File: config.mk
export PLATFORM = sky130hd
export DESIGN_NAME = zsaf_ctrl
export DESIGN_NICKNAME = d
export VERILOG_FILES = /design/src/design/zsaf_pkg.sv /design/src/design/zsaf_ctrl.sv
export SDC_FILE = /design/constraint.sdc
export NUM_CORES = 1
export LEC_CHECK = 0
export ABC_CLOCK_PERIOD_IN_PS = 2800
export BUFFER_PORTS_ARGS = -buffer_cell sky130_fd_sc_hd__buf_2
export CAP_MARGIN = 5
export CORE_MARGIN = 5
export CORE_UTILIZATION = 25
export DETAILED_ROUTE_END_ITERATION = 8
export GPL_TIMING_DRIVEN = 0
export HOLD_SLACK_MARGIN = 0.05
export PLACE_DENSITY = 0.41
export SKIP_LAST_GASP = 1
export SYNTH_ARGS = -nofsm -noshare
export SYNTH_HDL_FRONTEND = slang
export SYNTH_SLANG_ARGS = --single-unit
File: constraint.sdc
create_clock -name clk -period 2.8 [get_ports clk]
set_input_delay 0.28 -clock clk [delete_from_list [all_inputs] [get_ports clk]]
set_output_delay 0.28 -clock clk [all_outputs]
set_load 0.01 [all_outputs]
File: src/design/zsaf_pkg.sv
// Shared types, constants and header byte functions for the stored-method ZIP framer.
package zsaf_pkg;

  localparam logic [2:0] KIND_OPEN   = 3'd0;
  localparam logic [2:0] KIND_BEGIN  = 3'd1;
  localparam logic [2:0] KIND_NAME   = 3'd2;
  localparam logic [2:0] KIND_DATA   = 3'd3;
  localparam logic [2:0] KIND_END    = 3'd4;
  localparam logic [2:0] KIND_FINISH = 3'd5;

  localparam logic [1:0] ST_OK       = 2'd0;
  localparam logic [1:0] ST_FULL     = 2'd1;
  localparam logic [1:0] ST_ORDER    = 2'd2;

  localparam logic [31:0] SIG_LOCAL   = 32'h04034B50;
  localparam logic [31:0] SIG_CENTRAL = 32'h02014B50;
  localparam logic [31:0] SIG_END     = 32'h06054B50;
  localparam logic [15:0] ZIP_VERSION = 16'd20;
  localparam int LOCAL_LEN   = 30;
  localparam int CENTRAL_LEN = 46;
  localparam int END_LEN     = 22;

  // Burst source selected by the datapath.
  localparam logic [2:0] SRC_NONE    = 3'd0;
  localparam logic [2:0] SRC_LOCAL   = 3'd1;
  localparam logic [2:0] SRC_ECHO    = 3'd2;
  localparam logic [2:0] SRC_DRAIN   = 3'd3;
  localparam logic [2:0] SRC_ENDREC  = 3'd4;

  typedef struct packed {
    logic       start;     // latch item and decide
    logic [2:0] src;       // source of current beat
    logic [5:0] idx;       // byte index in header
    logic       dir_wr;    // write one central byte
    logic       dir_rd;    // issue directory read
  } zsaf_cmd_t;

  // Central-directory record byte i.
  function automatic logic [7:0] central_byte(input logic [5:0] i, input logic [31:0] crc,
                                              input logic [31:0] size,
                                              input logic [15:0] len,
                                              input logic [31:0] at);
    logic [7:0] b;
    b = 8'h00;
    unique case (i)
      6'd0: b = SIG_CENTRAL[7:0];   6'd1: b = SIG_CENTRAL[15:8];
      6'd2: b = SIG_CENTRAL[23:16]; 6'd3: b = SIG_CENTRAL[31:24];
      6'd4, 6'd6: b = ZIP_VERSION[7:0];
      6'd16: b = crc[7:0];  6'd17: b = crc[15:8];  6'd18: b = crc[23:16];
      6'd19: b = crc[31:24];
      6'd20, 6'd24: b = size[7:0];   6'd21, 6'd25: b = size[15:8];
      6'd22, 6'd26: b = size[23:16]; 6'd23, 6'd27: b = size[31:24];
      6'd28: b = len[7:0]; 6'd29: b = len[15:8];
      6'd42: b = at[7:0];  6'd43: b = at[15:8]; 6'd44: b = at[23:16];
      6'd45: b = at[31:24];
      default: b = 8'h00;
    endcase
    return b;
  endfunction

  function automatic logic [7:0] local_byte(input logic [5:0] i, input logic [31:0] crc,
                                            input logic [31:0] size,
                                            input logic [15:0] len);
    logic [7:0] b;
    b = 8'h00;
    unique case (i)
      6'd0: b = SIG_LOCAL[7:0];   6'd1: b = SIG_LOCAL[15:8];
      6'd2: b = SIG_LOCAL[23:16]; 6'd3: b = SIG_LOCAL[31:24];
      6'd4: b = ZIP_VERSION[7:0];
      6'd14: b = crc[7:0];  6'd15: b = crc[15:8];  6'd16: b = crc[23:16];
      6'd17: b = crc[31:24];
      6'd18, 6'd22: b = size[7:0];   6'd19, 6'd23: b = size[15:8];
      6'd20, 6'd24: b = size[23:16]; 6'd21, 6'd25: b = size[31:24];
      6'd26: b = len[7:0]; 6'd27: b = len[15:8];
      default: b = 8'h00;
    endcase
    return b;
  endfunction

  function automatic logic [7:0] end_byte(input logic [5:0] i, input logic [15:0] cnt,
                                          input logic [31:0] dlen,
                                          input logic [31:0] dstart);
    logic [7:0] b;
    b = 8'h00;
    unique case (i)
      6'd0: b = SIG_END[7:0];   6'd1: b = SIG_END[15:8];
      6'd2: b = SIG_END[23:16]; 6'd3: b = SIG_END[31:24];
      6'd8, 6'd10: b = cnt[7:0]; 6'd9, 6'd11: b = cnt[15:8];
      6'd12: b = dlen[7:0];  6'd13: b = dlen[15:8];
      6'd14: b = dlen[23:16]; 6'd15: b = dlen[31:24];
      6'd16: b = dstart[7:0];  6'd17: b = dstart[15:8];
      6'd18: b = dstart[23:16]; 6'd19: b = dstart[31:24];
      default: b = 8'h00;
    endcase
    return b;
  endfunction

endpackage

File: src/design/zsaf_ctrl.sv
// Controller: sequences the bursts of one item and the handshakes.
module zsaf_ctrl (
  input  logic                 clk,
  input  logic                 rst_n,
  input  logic                 in_valid,
  output logic                 in_stall,
  input  logic                 out_stall,
  input  logic [2:0]           burst_src,   // decided by datapath on start
  input  logic [6:0]           burst_len,   // beats of this item (>=1)
  output zsaf_pkg::zsaf_cmd_t  cmd,
  output logic                 out_valid,
  output logic                 out_last
);
  import zsaf_pkg::*;

  localparam logic [1:0] S_IDLE = 2'd0;
  localparam logic [1:0] S_CENT = 2'd1;   // decide burst; store central record for a begin
  localparam logic [1:0] S_PRE  = 2'd2;   // wait for registered directory read
  localparam logic [1:0] S_EMIT = 2'd3;

  logic [1:0] state_r, state_nxt;
  logic [6:0] cnt_r, cnt_nxt;
  logic [6:0] len_r, len_nxt;
  logic [2:0] src_r, src_nxt;
  logic       ov_r, ov_nxt;
  logic       fire;

  assign fire     = out_valid && !out_stall;
  assign in_stall = (state_r != S_IDLE);

  always_comb begin
    state_nxt = state_r;
    cnt_nxt   = cnt_r;
    len_nxt   = len_r;
    src_nxt   = src_r;
    ov_nxt    = ov_r;
    cmd       = '0;
    cmd.src   = src_r;
    cmd.idx   = cnt_r[5:0];
    unique case (state_r)
      S_IDLE: begin
        if (in_valid) begin
          cmd.start = 1'b1;
          cnt_nxt   = '0;
          state_nxt = S_CENT;
        end
      end
      S_CENT: begin
        // first cycle after start: datapath has decided burst
        if (ov_r == 1'b0 && cnt_r == 7'd0 && len_r == 7'd0) begin
          len_nxt = burst_len;
          src_nxt = burst_src;
        end
        if (burst_src == SRC_LOCAL) begin
          cmd.dir_wr = 1'b1;
          cmd.idx    = cnt_r[5:0];
          if (cnt_r == 7'(CENTRAL_LEN - 1)) begin
            cnt_nxt   = '0;
            state_nxt = S_EMIT;
            ov_nxt    = 1'b1;
          end else begin
            cnt_nxt = cnt_r + 7'd1;
          end
        end else if (burst_src == SRC_DRAIN) begin
          cmd.dir_rd = 1'b1;
          state_nxt  = S_PRE;
        end else begin
          state_nxt = S_EMIT;
          ov_nxt    = 1'b1;
        end
      end
      S_PRE: begin
        state_nxt  = S_EMIT;
        ov_nxt     = 1'b1;
      end
      S_EMIT: begin
        if (fire) begin
          if (cnt_r == len_r - 7'd1) begin
            ov_nxt    = 1'b0;
            len_nxt   = '0;
            cnt_nxt   = '0;
            state_nxt = S_IDLE;
          end else begin
            cnt_nxt = cnt_r + 7'd1;
            if (src_r == SRC_DRAIN) begin
              cmd.dir_rd = 1'b1;
              ov_nxt     = 1'b0;
              state_nxt  = S_PRE;
            end
          end
        end
      end
      default: state_nxt = S_IDLE;
    endcase
  end

  assign out_valid = ov_r;
  assign out_last  = (cnt_r == len_r - 7'd1);

  always_ff @(posedge clk) begin
    if (!rst_n) begin
      state_r <= S_IDLE;
      cnt_r   <= '0;
      len_r   <= '0;
      src_r   <= SRC_NONE;
      ov_r    <= 1'b0;
    end else begin
      state_r <= state_nxt;
      cnt_r   <= cnt_nxt;
      len_r   <= len_nxt;
      src_r   <= src_nxt;
      ov_r    <= ov_nxt;
    end
  end
endmodule

* After elaboration in Yosys (flattened, before gate mapping)
Cells that the tools add are included.
Operators by class: bitwise operators 1, reductions and logical operators 16, $add $sub $neg 2, equal/unequal tests 16, muxes and demuxes 35
Operators with widths (number):
- two-way mux 7 bit | 8
- one-hot mux 7 bit (3 select lines) | 1
- two-way mux 1 bit | 16
- zero test 7 bit | 2
- one-hot mux 7 bit (2 select lines) | 1
- two-way mux 2 bit | 6
- AND reduction 4 bit | 3
- inequality test 2 bit, second input constant | 5
- inequality test 3 bit, second input constant | 3
- one-hot mux 2 bit (4 select lines) | 1
- adder 7 x 1 -> 7 bit, second input constant | 1
- == test 7 x 6 -> 1 bit, second input constant | 1
- == test 7 bit | 1
- subtractor 7 x 1 -> 7 bit, second input constant | 1
- == test 3 x 2 -> 1 bit, second input constant | 2
- nonzero test 3 bit | 2
- AND reduction 5 bit | 1
- == test 2 bit, second input constant | 2
- nonzero test 2 bit | 2
- == test 3 x 1 -> 1 bit, second input constant | 1
- logical AND 1 bit | 3
- one-hot mux 1 bit (3 select lines) | 1
- == test 2 x 1 -> 1 bit, second input constant | 1
- zero test 2 bit | 1
- 4 further kinds | 4
Word-level totals: input port bits 14, word-level logic and storage cells 75, register bits 20, output and inout port bits 15

* Longest topological paths before layout
word-level depth 5, mapped depth 9, mapped depth without buffers 8

* Least setup slack after synthesis
Ideal clock, no wire load.
kind register to output, from register len_r[0], to output port cmd[0] in the netlist's numbering, path slack 0.643 ns, cell stages (with the launch flop) 9, data required time 2.520 ns, buffers on the path 0, data arrival time 1.877 ns, path through dfxtp_1 inv_1 ha_1 xor2_1 a21oi_1 a41oi_1 nor3_1 or3_1 a21boi_1
RTL lines:
- from (decl) | line zsaf_ctrl.sv:23 | logic [6:0] len_r, len_nxt;
- from (signal assigned) | line zsaf_ctrl.sv:110 | len_r <= len_nxt;
- to (decl) | line zsaf_ctrl.sv:10 | output zsaf_pkg::zsaf_cmd_t cmd,

==> flow_summary.yaml <==
hold_path:
  min-delay-start: "burst_len[5]"
  hold_end: "len_r[5]"
  hold-path-cell-count: 3
  min_path_type: "in -> reg"
clocking:
  path_clk_slew_ns: 0.08
  clock_latency_ns: 0.26
  cts_setup_buffers: 0
  cts_root_buf: "clkbuf_8"
  postCtsHoldBufs: 0
  numClockSinks: 20
  cts_tree: "done"
  numCtsBuffers: 3
  cts.path.max_buffers: 2
  htreeDepth: 1
synthesis:
  yosysSeqAreaShare: 0.293
  synth_top_area_cell: "dfxtp_1"
  synth_simple_gate_area_frac: 0.287
  synthXorXnorAreaFrac: 0.0631
  synth_adder_area_share: 0.0366
  synth_top_family_by_area: "simple AND/OR/NAND/NOR gates"
  synth-async-reset-ratio: 0
  synth_mux_area_frac: 0.0146
  ys_warn_count: 0
  synth_fp_nets: 195
  synth_compound_area_frac: 0.210
  netlist_area_um2: 1370
  yosys-top-cells-area: "dfxtp_1 29%, nand2_1 5.2%, xor2_1 4.5%, a21boi_1 4.4%, buf_4 4.4%"
  syn_area_per_cell_um2: 7.73
  synth_top_cell_area_share: 0.293
  ys_seq_elements: 20
  synthFlopType: "dfxtp_1"
  yosysUniqueCellTypes: 42
  syn_inst: 177
  synth_edf_count: 0
floorplan:
  start_util: 0.253
  die_height_um: 84.0
  ioPinCount: 29
  coreArea_um2: 5410
  fp-row-count: 27
  fp.dieW_um: 84.0
  dieArea_um2: 7050
final_layout:
  area_delta_synth_final_pct: 21.4
  fillers: 608
  antennaDiodeCount: 0
  final_net_count: 228
  final_common_cell: "buf_2"
  drive_above_1_share: 0.249
  multi_input_area_um2: 843
  register_area_um2: 400
  mostFrequentLayoutCells: "29 x buf_2, 20 x dfxtp_1, 19 x nand2_1"
timing:
  fmax_ghz: 0.385
  finalSetupTns_ns: 0
  hold_viol_final: 0
  maxSlewHeadroom: 0.527
  grt_setup_unrepaired: "no"
  finalCritPeriodShare: 0.927
  finalSetupViolations: 0
  min_period_ns: 2.60
  clock_skew_ns: 0.00191
  slew_violations: 0
  worst_pin_slew_ns: 0.709
drt:
  drt-initial-drc-count: 47
  via_per_inst: 4.57
  routed_wl_mm: 3.60
  dr.pass1.iters: 4
  drc: 0
  wl_per_cell_um: 12.8
  vias: 1284
  ant_nets: 0
setup_path:
  startpoint_type: "register"
  cpLargestDelayFamily: "simple AND/OR/NAND/NOR gates"
  critPathArrivalTime_ns: 2.32
  crit_path_end_kind: "primary output"
  crit_chain: "inv_1 > ha_1 > xor2_1 > a21oi_1 > a41oi_2 > nor3_1 > or3_1 > a21boi_1 > buf_2"
  rrSetupSlack_ns: 0.56
  critical_path.max_fanout: 5
  max_stage_delay_ns: 0.43
  path_buf_inv: 2
  reg2regPathDepth: 9
  r2r_end: "len_r[1]"
  cp_slowest_cell: "dfxtp_1"
  reg2reg_from: "len_r[0]"
  worstSetupPathType: "reg -> out"
  critPathRequiredTime_ns: 2.52
grt:
  grt_pass1_vias: 1215
  grt_pass1_wl_mm: 5.90
  grt.total_usage: 0.102
  grt_antenna_before_repair: 0
  grt_max_degree: 12
  overflow: 0
power_and_ir_drop:
  clock_power_share: 0.312
  total_power_uw: 714
  p_seq_frac: 0.452
  switchingPower_uw: 213
  internal_power_uw: 502
  powerDensity_nw_per_um2: 430
  leakage_nw: 0.715
  ir_worst_vdd_uv: 207
  combPwrFrac: 0.237
  swShare: 0.298
place:
  routabilityCongestion: 0.744
  io_buffer_count: 28
  hpwl_mm: 2.78
status:
  status: "complete, no violations"
run:
  max_cap_violations: 0
==> cells by family (layout without fill, tap and decap cells) <==
| logic type | Yosys count | in the layout |
|---|---|---|
| buffers and inverters | 22 | 54 |
| AOI/OAI and AO/OA | 45 | 45 |
| muxes | 2 | 2 |
| xor gates and xnor gates | 9 | 9 |
| adders and majority gates | 4 | 4 |
| DFF | 20 | 20 |
| and+or+nand+nor | 75 | 75 |
==> flip-flops by register name, summed over array words and instances, names as in the netlist <==
signal,flops
out_valid,1
state_r,2
cnt_r,7
len_r,7
src_r,3
==> synth_stat cells (2+ instances only) <==
cell type	instances
nor2_1	14
nor2b_1	5
or2_2	3
o22ai_1	4
a21boi_1	8
a21oi_1	7
ha_1	4
mux2i_1	2
nand2_1	19
xor2_1	7
inv_1	8
nand2b_1	3
o21ai_0	8
o211ai_1	3
nand3_1	7
nor3_1	6
dfxtp_1	20
a21boi_0	4
or3_1	2
nor4b_1	3
and2_1	5
clkbuf_1	3
o21ai_1	5
buf_4	8
nand3b_1	2
==> through the flow <==
step	hold slack (ns)	cell area, um^2	worst slack [ns]	instances	util
3_3_place_gp	0.502	1600	0.392	277	0.296
6_report	0.253	1660	0.205	281	0.307
4_1_cts	0.249	1650	0.122	281	0.306
2_1_floorplan	0.419	1370	0.643	177	-
3_5_place_dp	0.511	1600	0.428	277	0.296
5_1_grt	0.253	1660	0.0316	281	0.307
==> worst max-delay path by stage <==
stage	startpoint	depth (start not counted)	slack [ns]	end
floorplan	len_r[0]	8	0.64	cmd[0]
global placement	len_r[0]	9	0.39	cmd[0]
detailed placement	len_r[0]	9	0.43	cmd[0]
CTS	len_r[0]	9	0.12	cmd[0]
global route	len_r[0]	9	0.03	cmd[0]
finish	len_r[0]	9	0.20	cmd[0]
==> layout make-up <==
type                    count  area share
multi-input cells         135       0.508
flip-flops and latches     20       0.241
repair buffers             28      0.0844
plain buffers              14      0.0610
well taps                  72      0.0543
clock buffers               4      0.0332
inverters                   8      0.0181
==> metal layers <==
layer  track usage  part of all wire  vias up
met1         0.145              0.52      585
met3       0.00987             0.023        4
met5             0                 0        -
li1              -                 -      673
met4        0.0351             0.015        0
met2         0.161              0.44       22
==> power groups by stage <==
stage          logic [mW]  clock network (mW)  registers, mW
3_5_place_dp        0.168                   0          0.329
2_1_floorplan       0.121                   0          0.326
4_1_cts             0.169               0.236          0.323
3_3_place_gp        0.169                   0          0.330
6_report            0.169               0.223          0.323
5_1_grt             0.190               0.244          0.326
==> repair_timing <==
action	4_1_cts	5_1_grt
endpoints found under the setup margin	0	1
gates resized for setup	0	1
endpoints found under the hold margin	0	0
==> worst reg2reg max path, delay by kind of cell, from the launching register on <==
| family | cells | cell delay (ns) |
|---|---|---|
| AOI/OAI and AO/OA | 4 | 0.49 |
| DFF | 1 | 0.43 |
| xor gates and xnor gates | 1 | 0.17 |
| buffers and inverters | 2 | 0.23 |
| adders and majority gates | 1 | 0.26 |
| and+or+nand+nor | 1 | 0.56 |
Power figures use the tool's default switching activity.
